File: config.mk
export PLATFORM = sky130hd
export DESIGN_NAME = seekable_line_stepper_aa
export DESIGN_NICKNAME = d
export VERILOG_FILES = /design/src/hdl/sls_pkg.sv /design/src/hdl/sls_div.sv /design/src/hdl/sls_dp.sv /design/src/hdl/sls_ctrl.sv /design/src/hdl/seekable_line_stepper_aa.sv
export SDC_FILE = /design/constraint.sdc
export NUM_CORES = 2
export LEC_CHECK = 0
export BUFFER_PORTS_ARGS = -buffer_cell sky130_fd_sc_hd__buf_2
export CORE_ASPECT_RATIO = 1.1
export CORE_MARGIN = 3
export CORE_UTILIZATION = 45
export DETAILED_ROUTE_END_ITERATION = 7
export GPL_TIMING_DRIVEN = 0
export PLACE_DENSITY = 0.66
export SLEW_MARGIN = 20
export SYNTH_ARGS = -nofsm -noshare
export SYNTH_HDL_FRONTEND = slang
export SYNTH_SLANG_ARGS = --single-unit
export TNS_END_PERCENT = 30
File: constraint.sdc
create_clock -name clk -period 13.7 [get_ports clk]
set_input_delay 0 -clock clk [delete_from_list [all_inputs] [get_ports clk]]
set_output_delay 0 -clock clk [all_outputs]
set_load 0.01 [all_outputs]
File: src/hdl/sls_pkg.sv
// shared types, codes and widths for the seekable line stepper
`timescale 1ns / 1ps

package sls_pkg;

  // default coordinate width of the endpoint and target ports
  localparam int COORD_BITS_DEF = 13;

  // fixed field widths
  localparam int STEP_W      = 13;
  localparam int COUNT_W     = 14;
  localparam int OUT_COORD_W = 14;
  localparam int MAJ_LEN_W   = 13;
  localparam int DELTA_W     = 15;
  localparam int QUO_W       = 15;
  localparam int CNT_W       = QUO_W + 1;
  localparam int INC_W       = 2;
  localparam int OUT_TDATA_W = 88;

  // request command codes
  localparam logic [1:0] CMD_BEGIN = 2'd0;
  localparam logic [1:0] CMD_SEEK  = 2'd1;
  localparam logic [1:0] CMD_QUERY = 2'd2;

  // register indexes on the config port
  localparam logic [2:0] REG_START_X = 3'd0;
  localparam logic [2:0] REG_START_Y = 3'd1;
  localparam logic [2:0] REG_END_X   = 3'd2;
  localparam logic [2:0] REG_END_Y   = 3'd3;
  localparam logic [2:0] REG_AA_ON   = 3'd4;

  // controller to datapath commands
  typedef struct packed {
    logic latch;
    logic do_begin;
    logic do_query;
    logic do_seek;
    logic do_acc;
    logic div_start;
    logic do_corr;
    logic load_out;
  } sls_cmd_t;

  // datapath to controller status
  typedef struct packed {
    logic delta_zero;
    logic den_zero;
    logic div_done;
  } sls_stat_t;

endpackage

File: src/hdl/sls_div.sv
// iterative restoring divider, signed dividend, truncating quotient
`timescale 1ns / 1ps

module sls_div import sls_pkg::*; #(
  parameter int DVD_W = 30,
  parameter int DVS_W = 14,
  parameter int Q_W   = QUO_W
) (
  input  logic                    clk,
  input  logic                    rst,
  input  logic                    start,
  input  logic signed [DVD_W-1:0] dividend,
  input  logic        [DVS_W-1:0] divisor,
  output logic                    done,
  output logic signed [Q_W:0]     quotient
);

  localparam int SH_W  = DVS_W + Q_W - 1;
  localparam int CMP_W = (DVD_W > SH_W) ? DVD_W : SH_W;
  localparam int IT_W  = $clog2(Q_W + 1);

  logic [CMP_W-1:0] rem;
  logic [SH_W-1:0]  dsh;
  logic [Q_W-1:0]   quo;
  logic             neg;
  logic [IT_W-1:0]  iter;
  logic             busy;
  logic [DVD_W-1:0] mag;
  logic             ge;

  // magnitude of the dividend and one trial subtract per cycle
  always_comb begin
    mag = dividend[DVD_W-1] ? $unsigned(-dividend) : $unsigned(dividend);
    ge  = rem >= CMP_W'(dsh);
  end

  // control
  always_ff @(posedge clk) begin
    if (rst) begin
      busy <= 1'b0;
      iter <= '0;
    end else if (start) begin
      busy <= 1'b1;
      iter <= IT_W'(Q_W);
    end else if (busy) begin
      iter <= iter - IT_W'(1);
      if (iter == IT_W'(1)) begin
        busy <= 1'b0;
      end
    end
  end

  // remainder, shifted divisor and quotient bits
  always_ff @(posedge clk) begin
    if (start) begin
      rem <= CMP_W'(mag);
      dsh <= SH_W'(divisor) << (Q_W - 1);
      quo <= '0;
      neg <= dividend[DVD_W-1];
    end else if (busy) begin
      if (ge) begin
        rem <= rem - CMP_W'(dsh);
      end
      quo <= {quo[Q_W-2:0], ge};
      dsh <= dsh >> 1;
    end
  end

  assign done     = busy && (iter == IT_W'(1));
  assign quotient = neg ? -$signed({1'b0, quo}) : $signed({1'b0, quo});

endmodule

File: src/hdl/sls_dp.sv
// line stepper datapath: setup, seek, query and result register
`timescale 1ns / 1ps

module sls_dp import sls_pkg::*; #(
  parameter int COORD_BITS = COORD_BITS_DEF
) (
  input  logic                          clk,
  input  logic                          rst,
  input  sls_cmd_t                      cmd,
  output sls_stat_t                     stat,
  input  logic        [COORD_BITS-1:0]  start_x,
  input  logic        [COORD_BITS-1:0]  start_y,
  input  logic        [COORD_BITS-1:0]  end_x,
  input  logic        [COORD_BITS-1:0]  end_y,
  input  logic                          antialias_on,
  input  logic        [STEP_W-1:0]      step_in,
  input  logic        [COORD_BITS-1:0]  tx_in,
  input  logic        [COORD_BITS-1:0]  ty_in,
  input  logic                          aa_sel_in,
  output logic        [OUT_TDATA_W-1:0] m_tdata
);

  localparam int C     = COORD_BITS;
  localparam int ACC_W = C + 17;
  localparam int QD_W  = C + 3;
  localparam int SEL_W = C + STEP_W;

  localparam logic signed [INC_W-1:0] INC_POS  = 2'sb01;
  localparam logic signed [INC_W-1:0] INC_NEG  = 2'sb11;
  localparam logic signed [INC_W-1:0] INC_ZERO = 2'sb00;

  // line state
  logic signed [C-1:0]           org_x, org_y;
  logic                          line_aa;
  logic signed [INC_W-1:0]       maj_inc_x, maj_inc_y, min_inc_x, min_inc_y;
  logic signed [INC_W-1:0]       aa_off_x, aa_off_y;
  logic        [C-1:0]           span_major;
  logic        [COUNT_W-1:0]     step_count;
  logic        [C:0]             err_num, err_den;
  logic signed [ACC_W-1:0]       err_accum;
  logic signed [1:0]             err_target;
  logic signed [OUT_COORD_W-1:0] cur_x, cur_y;

  // per-request registers
  logic        [STEP_W-1:0]      step_lat;
  logic signed [C-1:0]           tx_lat, ty_lat;
  logic                          aa_sel_lat;
  logic signed [DELTA_W-1:0]     delta;
  logic        [COUNT_W-1:0]     steps;

  // begin setup terms
  logic signed [C-1:0]           x1, y1, x2, y2;
  logic signed [C:0]             dx, dy;
  logic        [C-1:0]           adx, ady, b_amaj, b_amin;
  logic                          xmajor, b_maj_neg, b_same;
  logic signed [INC_W-1:0]       b_maj_x, b_maj_y, b_min_x, b_min_y, b_off_x, b_off_y;
  logic        [ACC_W-1:0]       b_accum;
  logic signed [1:0]             b_target;

  // seek terms
  logic        [STEP_W-1:0]      clamped;
  logic        [COUNT_W-1:0]     step_next;
  logic signed [DELTA_W-1:0]     delta_c;
  logic signed [ACC_W-1:0]       acc_prod, corr_prod, div_n;
  logic                          div_done;
  logic signed [CNT_W-1:0]       cnt;

  // query terms
  logic signed [INC_W-1:0]       sel_off_x, sel_off_y;
  logic signed [QD_W-1:0]        ex, ey, dq, len_s;
  logic        [C:0]             len;
  logic        [COUNT_W-1:0]     q_steps;

  // result terms
  logic signed [ACC_W:0]         need_sum;
  logic                          need;
  logic signed [OUT_COORD_W-1:0] aa_x, aa_y;

  // move a coordinate by a signed amount along a unit direction
  function automatic logic signed [OUT_COORD_W-1:0] mov(
    input logic signed [OUT_COORD_W-1:0] pos,
    input logic signed [INC_W-1:0]       inc,
    input logic signed [OUT_COORD_W-1:0] amt
  );
    logic signed [OUT_COORD_W-1:0] r;
    if (inc == INC_POS) begin
      r = pos + amt;
    end else if (inc == INC_NEG) begin
      r = pos - amt;
    end else begin
      r = pos;
    end
    return r;
  endfunction

  // project a distance onto a unit direction
  function automatic logic signed [QD_W-1:0] proj(
    input logic signed [INC_W-1:0] inc,
    input logic signed [QD_W-1:0]  v
  );
    logic signed [QD_W-1:0] r;
    if (inc == INC_POS) begin
      r = v;
    end else if (inc == INC_NEG) begin
      r = -v;
    end else begin
      r = '0;
    end
    return r;
  endfunction

  // line setup from the endpoints
  always_comb begin
    x1 = $signed(start_x);
    y1 = $signed(start_y);
    x2 = $signed(end_x);
    y2 = $signed(end_y);
    dx = (C+1)'(x2) - (C+1)'(x1);
    dy = (C+1)'(y2) - (C+1)'(y1);
    adx = dx[C] ? C'(-dx) : C'(dx);
    ady = dy[C] ? C'(-dy) : C'(dy);
    xmajor = adx >= ady;
    if (xmajor) begin
      b_maj_x = dx[C] ? INC_NEG : INC_POS;
      b_maj_y = INC_ZERO;
      b_min_x = INC_ZERO;
      b_min_y = dy[C] ? INC_NEG : INC_POS;
      b_amaj = adx;
      b_amin = ady;
      b_maj_neg = dx[C];
    end else begin
      b_maj_x = INC_ZERO;
      b_maj_y = dy[C] ? INC_NEG : INC_POS;
      b_min_x = dx[C] ? INC_NEG : INC_POS;
      b_min_y = INC_ZERO;
      b_amaj = ady;
      b_amin = adx;
      b_maj_neg = dy[C];
    end
    b_same = (x1 > x2) == (y1 > y2);
    b_accum = ACC_W'(b_amaj) + ACC_W'(1) + ACC_W'({b_amin, 1'b0}) - ACC_W'(antialias_on);
    b_target = antialias_on ? 2'sb11 : (b_maj_neg ? 2'sb01 : 2'sb00);
    b_off_x = INC_ZERO;
    b_off_y = INC_ZERO;
    if (antialias_on) begin
      if (xmajor) begin
        b_off_x = b_same ? INC_ZERO : -b_maj_x;
        b_off_y = b_same ? -b_min_y : INC_ZERO;
      end else begin
        b_off_x = b_same ? INC_ZERO : -b_min_x;
        b_off_y = b_same ? -b_maj_y : INC_ZERO;
      end
    end
  end

  // seek: clamp, step difference and the error products
  always_comb begin
    if (SEL_W'(step_lat) > SEL_W'(span_major)) begin
      clamped = STEP_W'(span_major);
    end else begin
      clamped = step_lat;
    end
    step_next = COUNT_W'(clamped) + COUNT_W'(1);
    delta_c   = $signed(DELTA_W'(step_next)) - $signed(DELTA_W'(step_count));
    acc_prod  = $signed({1'b0, err_num}) * delta;
    div_n     = ACC_W'(err_target) - err_accum + $signed(ACC_W'(err_den));
    corr_prod = $signed({1'b0, err_den}) * cnt;
  end

  sls_div #(
    .DVD_W (ACC_W),
    .DVS_W (C + 1),
    .Q_W   (QUO_W)
  ) u_div (
    .clk      (clk),
    .rst      (rst),
    .start    (cmd.div_start),
    .dividend (div_n),
    .divisor  (err_den),
    .done     (div_done),
    .quotient (cnt)
  );

  // query: steps from the line start along the major axis
  always_comb begin
    sel_off_x = aa_sel_lat ? aa_off_x : INC_ZERO;
    sel_off_y = aa_sel_lat ? aa_off_y : INC_ZERO;
    ex = QD_W'(tx_lat) - QD_W'(org_x) - QD_W'(sel_off_x);
    ey = QD_W'(ty_lat) - QD_W'(org_y) - QD_W'(sel_off_y);
    dq = proj(maj_inc_x, ex) + proj(maj_inc_y, ey);
    len = (C+1)'(span_major) + (C+1)'(1);
    len_s = $signed(QD_W'(len));
    if (dq < 0 || dq >= len_s) begin
      q_steps = COUNT_W'(len);
    end else begin
      q_steps = COUNT_W'(dq);
    end
  end

  // antialias flag and pixel
  always_comb begin
    need_sum = (ACC_W+1)'(err_accum) - $signed((ACC_W+1)'(err_den))
             + $signed((ACC_W+1)'(err_num));
    need = line_aa && (step_count > COUNT_W'(1)) && (need_sum > (ACC_W+1)'(err_target));
    aa_x = cur_x + OUT_COORD_W'(aa_off_x);
    aa_y = cur_y + OUT_COORD_W'(aa_off_y);
  end

  assign stat.delta_zero = (step_next == step_count);
  assign stat.den_zero   = (err_den == '0);
  assign stat.div_done   = div_done;

  // line state updates
  always_ff @(posedge clk) begin
    if (rst) begin
      org_x      <= '0;
      org_y      <= '0;
      line_aa    <= 1'b0;
      maj_inc_x  <= INC_ZERO;
      maj_inc_y  <= INC_ZERO;
      min_inc_x  <= INC_ZERO;
      min_inc_y  <= INC_ZERO;
      aa_off_x   <= INC_ZERO;
      aa_off_y   <= INC_ZERO;
      span_major <= '0;
      step_count <= '0;
      err_num    <= '0;
      err_den    <= '0;
      err_accum  <= '0;
      err_target <= '0;
      cur_x      <= '0;
      cur_y      <= '0;
    end else if (cmd.do_begin) begin
      org_x      <= x1;
      org_y      <= y1;
      line_aa    <= antialias_on;
      maj_inc_x  <= b_maj_x;
      maj_inc_y  <= b_maj_y;
      min_inc_x  <= b_min_x;
      min_inc_y  <= b_min_y;
      aa_off_x   <= b_off_x;
      aa_off_y   <= b_off_y;
      span_major <= b_amaj;
      step_count <= '0;
      err_num    <= {b_amin, 1'b0};
      err_den    <= {b_amaj, 1'b0};
      err_accum  <= $signed(b_accum);
      err_target <= b_target;
      cur_x      <= OUT_COORD_W'(x1) - OUT_COORD_W'(b_maj_x);
      cur_y      <= OUT_COORD_W'(y1) - OUT_COORD_W'(b_maj_y);
    end else if (cmd.do_seek) begin
      step_count <= step_next;
      cur_x      <= mov(cur_x, maj_inc_x, OUT_COORD_W'(delta_c));
      cur_y      <= mov(cur_y, maj_inc_y, OUT_COORD_W'(delta_c));
    end else if (cmd.do_acc) begin
      err_accum  <= err_accum - acc_prod;
    end else if (cmd.do_corr) begin
      err_accum  <= err_accum + corr_prod;
      cur_x      <= mov(cur_x, min_inc_x, OUT_COORD_W'(cnt));
      cur_y      <= mov(cur_y, min_inc_y, OUT_COORD_W'(cnt));
    end
  end

  // request fields, step difference and query answer
  always_ff @(posedge clk) begin
    if (cmd.latch) begin
      step_lat   <= step_in;
      tx_lat     <= $signed(tx_in);
      ty_lat     <= $signed(ty_in);
      aa_sel_lat <= aa_sel_in;
      steps      <= '0;
    end else if (cmd.do_query) begin
      steps      <= q_steps;
    end
    if (cmd.do_seek) begin
      delta <= delta_c;
    end
  end

  // result register
  always_ff @(posedge clk) begin
    if (cmd.load_out) begin
      m_tdata <= OUT_TDATA_W'({MAJ_LEN_W'(span_major), need, aa_y, aa_x, cur_y, cur_x, steps});
    end
  end

endmodule

File: src/hdl/sls_ctrl.sv
// line stepper controller: request sequencing and result handshake
`timescale 1ns / 1ps

module sls_ctrl import sls_pkg::*; (
  input  logic       clk,
  input  logic       rst,
  input  logic       s_tvalid,
  input  logic [1:0] s_tuser,
  output logic       s_tready,
  output logic       m_tvalid,
  input  logic       m_tready,
  output sls_cmd_t   cmd,
  input  sls_stat_t  stat
);

  localparam logic [3:0] ST_IDLE   = 4'd0;
  localparam logic [3:0] ST_BEGIN  = 4'd1;
  localparam logic [3:0] ST_QUERY  = 4'd2;
  localparam logic [3:0] ST_SEEK   = 4'd3;
  localparam logic [3:0] ST_ACC    = 4'd4;
  localparam logic [3:0] ST_DSTART = 4'd5;
  localparam logic [3:0] ST_DWAIT  = 4'd6;
  localparam logic [3:0] ST_CORR   = 4'd7;
  localparam logic [3:0] ST_OUT    = 4'd8;

  logic [3:0] state, state_next;

  assign s_tready = (state == ST_IDLE);

  // next state and datapath commands
  always_comb begin
    state_next = state;
    cmd = '0;
    unique case (state)
      ST_IDLE: begin
        if (s_tvalid) begin
          cmd.latch = 1'b1;
          unique case (s_tuser)
            CMD_BEGIN: state_next = ST_BEGIN;
            CMD_SEEK:  state_next = ST_SEEK;
            CMD_QUERY: state_next = ST_QUERY;
            default:   state_next = ST_OUT;
          endcase
        end
      end
      ST_BEGIN: begin
        cmd.do_begin = 1'b1;
        state_next = ST_OUT;
      end
      ST_QUERY: begin
        cmd.do_query = 1'b1;
        state_next = ST_OUT;
      end
      ST_SEEK: begin
        if (stat.delta_zero) begin
          state_next = ST_OUT;
        end else begin
          cmd.do_seek = 1'b1;
          state_next = ST_ACC;
        end
      end
      ST_ACC: begin
        cmd.do_acc = 1'b1;
        state_next = stat.den_zero ? ST_OUT : ST_DSTART;
      end
      ST_DSTART: begin
        cmd.div_start = 1'b1;
        state_next = ST_DWAIT;
      end
      ST_DWAIT: begin
        if (stat.div_done) begin
          state_next = ST_CORR;
        end
      end
      ST_CORR: begin
        cmd.do_corr = 1'b1;
        state_next = ST_OUT;
      end
      ST_OUT: begin
        if (!m_tvalid || m_tready) begin
          cmd.load_out = 1'b1;
          state_next = ST_IDLE;
        end
      end
      default: state_next = ST_IDLE;
    endcase
  end

  // state register and result valid
  always_ff @(posedge clk) begin
    if (rst) begin
      state    <= ST_IDLE;
      m_tvalid <= 1'b0;
    end else begin
      state <= state_next;
      if (cmd.load_out) begin
        m_tvalid <= 1'b1;
      end else if (m_tready) begin
        m_tvalid <= 1'b0;
      end
    end
  end

endmodule

File: src/hdl/seekable_line_stepper_aa.sv
// top level: config registers, stream ports, controller and datapath
// begin, query: one work state, then the output state; unused requests skip to the output state
// seek: step, accumulate, divider start, divider wait and correction states, then the output state;
//   a single-point line skips the divider and correction, an unchanged step skips to the output state
// a new request is taken while the previous result still waits on the output register
// rst (synchronous, active high) clears the config registers and all line state to zero
`timescale 1ns / 1ps

module seekable_line_stepper_aa import sls_pkg::*; #(
  parameter  int COORD_BITS = COORD_BITS_DEF,
  localparam int IN_TDATA_W = ((2 * COORD_BITS + STEP_W + 1 + 7) / 8) * 8
) (
  input  logic                   clk,
  input  logic                   rst,
  input  logic                   psel,
  input  logic                   penable,
  input  logic                   pwrite,
  input  logic [4:0]             paddr,
  input  logic [31:0]            pwdata,
  output logic [31:0]            prdata,
  output logic                   pready,
  input  logic                   s_tvalid,
  output logic                   s_tready,
  // step_index, target_x, target_y, use_aa_offset
  input  logic [IN_TDATA_W-1:0]  s_tdata,
  // cmd
  input  logic [1:0]             s_tuser,
  output logic                   m_tvalid,
  input  logic                   m_tready,
  // steps_needed, pos_x, pos_y, aa_x, aa_y, needs_aa, major_length
  output logic [OUT_TDATA_W-1:0] m_tdata
);

  logic [COORD_BITS-1:0] start_x, start_y, end_x, end_y;
  logic                  antialias_on;
  sls_cmd_t              cmd;
  sls_stat_t             stat;

  assign pready = 1'b1;

  // config register writes
  always_ff @(posedge clk) begin
    if (rst) begin
      start_x      <= '0;
      start_y      <= '0;
      end_x        <= '0;
      end_y        <= '0;
      antialias_on <= 1'b0;
    end else if (psel && penable && pwrite && pready) begin
      unique case (paddr[4:2])
        REG_START_X: start_x      <= pwdata[COORD_BITS-1:0];
        REG_START_Y: start_y      <= pwdata[COORD_BITS-1:0];
        REG_END_X:   end_x        <= pwdata[COORD_BITS-1:0];
        REG_END_Y:   end_y        <= pwdata[COORD_BITS-1:0];
        REG_AA_ON:   antialias_on <= pwdata[0];
        default: ;
      endcase
    end
  end

  // config register reads
  always_comb begin
    unique case (paddr[4:2])
      REG_START_X: prdata = 32'(start_x);
      REG_START_Y: prdata = 32'(start_y);
      REG_END_X:   prdata = 32'(end_x);
      REG_END_Y:   prdata = 32'(end_y);
      REG_AA_ON:   prdata = 32'(antialias_on);
      default:     prdata = '0;
    endcase
  end

  sls_ctrl u_ctrl (
    .clk      (clk),
    .rst      (rst),
    .s_tvalid (s_tvalid),
    .s_tuser  (s_tuser),
    .s_tready (s_tready),
    .m_tvalid (m_tvalid),
    .m_tready (m_tready),
    .cmd      (cmd),
    .stat     (stat)
  );

  sls_dp #(
    .COORD_BITS (COORD_BITS)
  ) u_dp (
    .clk          (clk),
    .rst          (rst),
    .cmd          (cmd),
    .stat         (stat),
    .start_x      (start_x),
    .start_y      (start_y),
    .end_x        (end_x),
    .end_y        (end_y),
    .antialias_on (antialias_on),
    .step_in      (s_tdata[STEP_W-1:0]),
    .tx_in        (s_tdata[STEP_W +: COORD_BITS]),
    .ty_in        (s_tdata[STEP_W + COORD_BITS +: COORD_BITS]),
    .aa_sel_in    (s_tdata[STEP_W + 2 * COORD_BITS]),
    .m_tdata      (m_tdata)
  );

endmodule

# == Word-level counts from Yosys, hierarchy flattened ==
# Cells that the tools add are included.
# Widths: inputs -> output; s select.
# word_totals
register_bits,429
input_bits,86
# classes
addsub,43
multipliers,2
magnitude_cmp,9
n_eq_ne,32
mux,82
n_reduce_logical,31
# ops
operator,n
$mux 30,8
$mux 14,17
$mux 16,5
$mux 13,5
$pmux 13 s5,1
$add 14x14->14,4
$mux 28,2
$sub 13x13->14,4
$sub 14x14->14,4
$add 13x1->14 const B,3
$gt 13x13->1,3
$mux 2,17
$neg 16->16,2
$add 31x15->31,1
$gt 31x2->1,1
$sub 30x15->31,1
$add 30x14->30,1
$add 30x15->30,1
$add 30x30->30,1
$ge 30x28->1,1
$neg 30->30,1
$sub 14x2->15,2
$sub 2x30->30,1
$sub 30x1->30,1
other kinds (50),112

# == Depth between registers and ports, before layout ==
# depth
word_depth,9
depth_mapped,46
ltp_nobuf,42

# == By module ==
# Synthesis repeated with hierarchy kept, for this count alone.
# unflattened
hier_cells,6248
area_unflattened_um2,53835.4
# modules_own_cells
module,n_inst,cells_each,area_per_inst_um2
sls_dp,1,5240,44777.9
sls_div,1,684,5813.1
seekable_line_stepper_aa,1,266,2780.2
sls_ctrl,1,58,464.2

# == Worst setup path before layout ==
# OpenSTA, ideal clock, no wires.
# synth_path
path_type,flip-flop to flip-flop
from,reg u_dp.u_div.quo[0]
to,reg u_dp.err_accum[29]
arrival_ns,9.782
t_required_ns,13.570
slack_ns,3.788
path_stages_with_launch,44
path_buffers,3
cell_sequence,dfxtp_1 > clkbuf_1 > inv_1 > clkbuf_1 > ha_1 > nand2b_1 > o21ai_0 > xor2_1 > clkbuf_1 > nor2_1 > fa_1 > inv_1 > fa_1 > inv_1 > fa_1 > ha_1 > fa_1 > inv_1 > (+8 left out) > nand3_1 > xor2_1 > mux2i_1 > xnor2_1 > a21oi_1 > ha_1 > a21o_1 > a21o_1 > a21o_1 > a21oi_1 > a2bb2oi_1 > o311ai_0 > a41o_1 > mux2i_1 > nor2_1 > nor3_1 > mux2i_1 > o211ai_1
# synth_via
elab_chain_len,8
# synth_lines
element,line_no,rtl
"start, declared",sls_div.sv:24,logic [Q_W-1:0] quo;
"start signal, assigned",sls_div.sv:64,"quo <= {quo[Q_W-2:0], ge};"
$neg 15->16,sls_div.sv:70,"assign quotient = neg ? -$signed({1'b0, quo}) : $signed({1'b0, quo});"
$mux 16 *,sls_div.sv:70,
$mul 14x16->29 *,sls_dp.sv:167,"corr_prod = $signed({1'b0, err_den}) * cnt;"
$add 30x30->30 *,sls_dp.sv:258,err_accum <= err_accum + corr_prod;
$mux 30 *,sls_dp.sv:257,end else if (cmd.do_corr) begin
$mux 30 *,sls_dp.sv:255,end else if (cmd.do_acc) begin
$mux 30 *,sls_dp.sv:251,end else if (cmd.do_seek) begin
$mux 30 *,sls_dp.sv:233,end else if (cmd.do_begin) begin
"end signal, assigned",sls_dp.sv:247,err_accum <= $signed(b_accum);
"end signal, assigned",sls_dp.sv:256,err_accum <= err_accum - acc_prod;
"end signal, assigned",sls_dp.sv:258,
"end, declared",sls_dp.sv:40,logic signed [ACC_W-1:0] err_accum;
# Mark *: on every way between the ends. The rest lies on a longest branch, timed or not. The select of a mux whose other input is x is not followed.
# A chain may end at the register's enable or synchronous reset.

# == Worst setup path after layout ==
# Same ends and word-level chain as after synthesis.

==> impl_metrics.tcl <==
set metrics [dict create \
    clock_sinks 426 \
    drt-wirelength-per-cell_um 21.4 \
    finalCritPeriodShare_pct 89.7 \
    avgSynthCellArea_um2 8.41 \
    cp-start-kind "flop" \
    synth-simple-area-share_pct 17.6 \
    r2r-start "u_dp.u_div.quo[0]$_SDFFE_PP0P_" \
    ant_nets 0 \
    clock_latency_ns 0.65 \
    fin_tns_setup_ns 0 \
    post_route_cells_drive_above_1_share_pct 5.49 \
    cts_made_buffers 53 \
    fillCellCount 11597 \
    drt_iter0_drc 3321 \
    powerDensity_nw_per_um2 141 \
    relSlewSlack_pct 21.6 \
    grt_pass1_wl_um 269000 \
    arrival_ns 12.87 \
    cts_tree "built" \
    place_area_um2 56600 \
    finalPower_mw 8.33 \
    multi_input_area_um2 39000 \
    clkTransAtPathRegs_ns 0.07 \
    portBuffers 161 \
    gp_congestion 0.975 \
    netlist_area_um2 53600 \
    final_core_util_pct 50.0 \
    yosysMostFrequentCell "inv_1" \
    period_minus_slack_ns 12.29 \
    max_stage_delay_ns 0.81 \
    synth_top_family_by_area "adder cells" \
    synth_cell_types 95 \
    rrSetupSlack_ns 1.41 \
    area_growth_pct 10.1 \
    ys_seq_elements 426 \
    die_h_um 368 \
    synth_flop_cell "dfxtp_1" \
    rows 132 \
    slew_viol_final 0 \
    yosysSeqAreaShare_pct 19.4 \
    dp_hpwl_um 144000 \
    grt_pass1_vias 46277 \
    vdd_drop_max_v 0.000108 \
    synth_mux_area_share_pct 2.69 \
    stdcell_area_um2 59000 \
    core_um2 118000 \
    reg2reg_to "u_dp.err_accum[29]$_SDFFE_PP0P_" \
    synth_compound_area_share_pct 14.8 \
    grt_start_max_net_pins 50 \
    die_w_um 335 \
    synth_edf_count 184 \
    yosysTopAreaCellShare_pct 17.0 \
    cts_max_level 2 \
    reg2reg_depth 43 \
    path_max_fanout 10 \
    power.leakage_nw 26.4 \
    drv_cap 0 \
    min_to "u_dp.ty_lat[12]$_DFFE_PP_" \
    root_buffer "clkbuf_16" \
    cp_slowest_cell "xnor2_1" \
    skew_ns 0.0338 \
    post_cts_resized 0 \
    dieArea_um2 123000 \
    grt_setup_unrepaired "no" \
    status "finished clean" \
    hold_ws_ns 0.0552 \
    setup_violations 0 \
    syn-instance-count 6369 \
    crit_path_frequent_cell "fa_1" \
    yosysTopAreaCell "fa_1" \
    grt_antenna_before_repair 7 \
    nets 7778 \
    min_path_type "in2reg" \
    required_ns 14.28 \
    synth_warnings 0 \
    viasPerCell 5.59 \
    route.detailed.drc 0 \
    grtUsageTotal_pct 28.4 \
    ios 209 \
    initial_utilization_pct 45.4 \
    final_hold_viol_count 0 \
    holdPathStages 2 \
    routed_wl_um 177000 \
    via_count 46252 \
    synth_xor_xnor_area_share_pct 7.45 \
    end_kind "flop" \
    synth_commonest_cells "inv_1 (857), nand2_1 (690), ha_1 (553)" \
    seqCellArea_um2 10400 \
    synthArstFlopShare_pct 0 \
    clock.fmax_mhz 81.4 \
    clockBufferDepth 3 \
    first_pass_iters 6 \
    synthTopCellsByArea "fa_1 (17%), ha_1 (13%), edfxtp_1 (10%), dfxtp_1 (9.0%), inv_1 (6.0%)" \
    hp-start "s_tdata[38]" \
    worstSetupPathType "reg2reg" \
    synth_fa_ha_area_share_pct 29.9 \
    tightest_slew_ns 1.17 \
    overflow 0 \
]
-- timing repair --
action | CTS | global route
buffers inserted | 0 | 0
hold buffers | 67 | 0
hold endpoints to repair | 105 | 0
-- power breakdown --
part	internal (mW)	total, mW	switching, mW	leakage [nW]
Combinational	2.15	5.40	3.26	21.9
Clock	0.809	1.43	0.625	0.835
Sequential	1.41	1.50	0.0875	3.67
Total	4.36	8.33	3.97	26.4
-- layer usage --
layer	track usage, %	wire length, µm
met5	0	65
met4	14.6	10900
met3	4.84	12200
met2	48.2	83200
met1	34.5	70400
-- kinds of logic after synthesis --
group / Yosys count
XOR/XNOR: 454
AND/OR/NAND/NOR: 1981
flip-flops: 426
buffers and inverters: 1114
other: 2
adder cells (fa/ha/maj): 1009
AO/OA/AOI/OAI: 1255
multiplexers: 128
-- placed cells by master, fill, tap and decap left out, drive strengths merged, types with 41 or more instances in the layout --
master       netlist  final
inv              859    867
nand2            690    690
ha               553    553
fa               456    456
nor2             445    445
a21oi            367    367
xnor2            297    297
o21ai            296    296
clkbuf           198    259
dfxtp            242    242
buf               49    219
and2             196    196
edfxtp           184    184
xor2             156    156
nor3             124    124
a21o             116    116
mux2i            110    110
nand3            101    101
nor2b             86     86
a211oi            74     74
o21a              71     71
dlygate4sd3        2     69
or3               60     60
nand2b            58     58
and3              53     53
a31oi             41     41
-- per-stage QoR --
stage | worst slack [ns] | cells
after CTS | 1.50 | 8267
after global routing | 0.744 | 8268
final | 1.41 | 8269
after detailed placement | 1.54 | 8101
after floorplan | 3.79 | 6391
after global placement | 1.54 | 8093
-- sequential cells by signal (all words and copies together) (netlist names), 15 cells and up --
signal          count
u_dp.u_div.quo     15
u_dp.u_div.rem     30
u_dp.err_accum     30
u_dp.delta         15
u_dp.m_tdata       84
u_dp.u_div.dsh     28
-- area by class of cell --
class	count	share of cell area (%)
antenna	1	0.00424
buffer	249	1.87
clock buffer	61	2.30
clock inverter	38	0.598
inverter	865	5.50
multi-input combinational	4851	66.1
sequential	426	17.6
tap	1541	3.27
timing repair buffer	237	2.77
-- worst max-delay path by stage --
stage                               startpoint  depth (start not counted)                         endpoint
3_5_place_dp    u_dp.u_div.quo[0]$_SDFFE_PP0P_                         43  u_dp.err_accum[29]$_SDFFE_PP0P_
3_3_place_gp   u_dp.span_major[8]$_SDFFE_PP0P_                         39      u_dp.cur_x[12]$_SDFFE_PP0P_
6_report        u_dp.u_div.quo[0]$_SDFFE_PP0P_                         43  u_dp.err_accum[29]$_SDFFE_PP0P_
2_1_floorplan   u_dp.u_div.quo[0]$_SDFFE_PP0P_                         43  u_dp.err_accum[29]$_SDFFE_PP0P_
4_1_cts         u_dp.u_div.quo[0]$_SDFFE_PP0P_                         43  u_dp.err_accum[29]$_SDFFE_PP0P_
5_1_grt         u_dp.u_div.quo[0]$_SDFFE_PP0P_                         42  u_dp.err_accum[29]$_SDFFE_PP0P_
-- critical path: cells and delay by family (launching register included) --
family,cells,cell delay (ns)
compound gates,13,2.67
xor+xnor,3,1.44
fa+ha+maj,9,3.87
buf+inv,8,1.95
flops,1,0.53
mux,3,0.45
simple gates,7,1.33
Power figures use the tool's default switching activity.
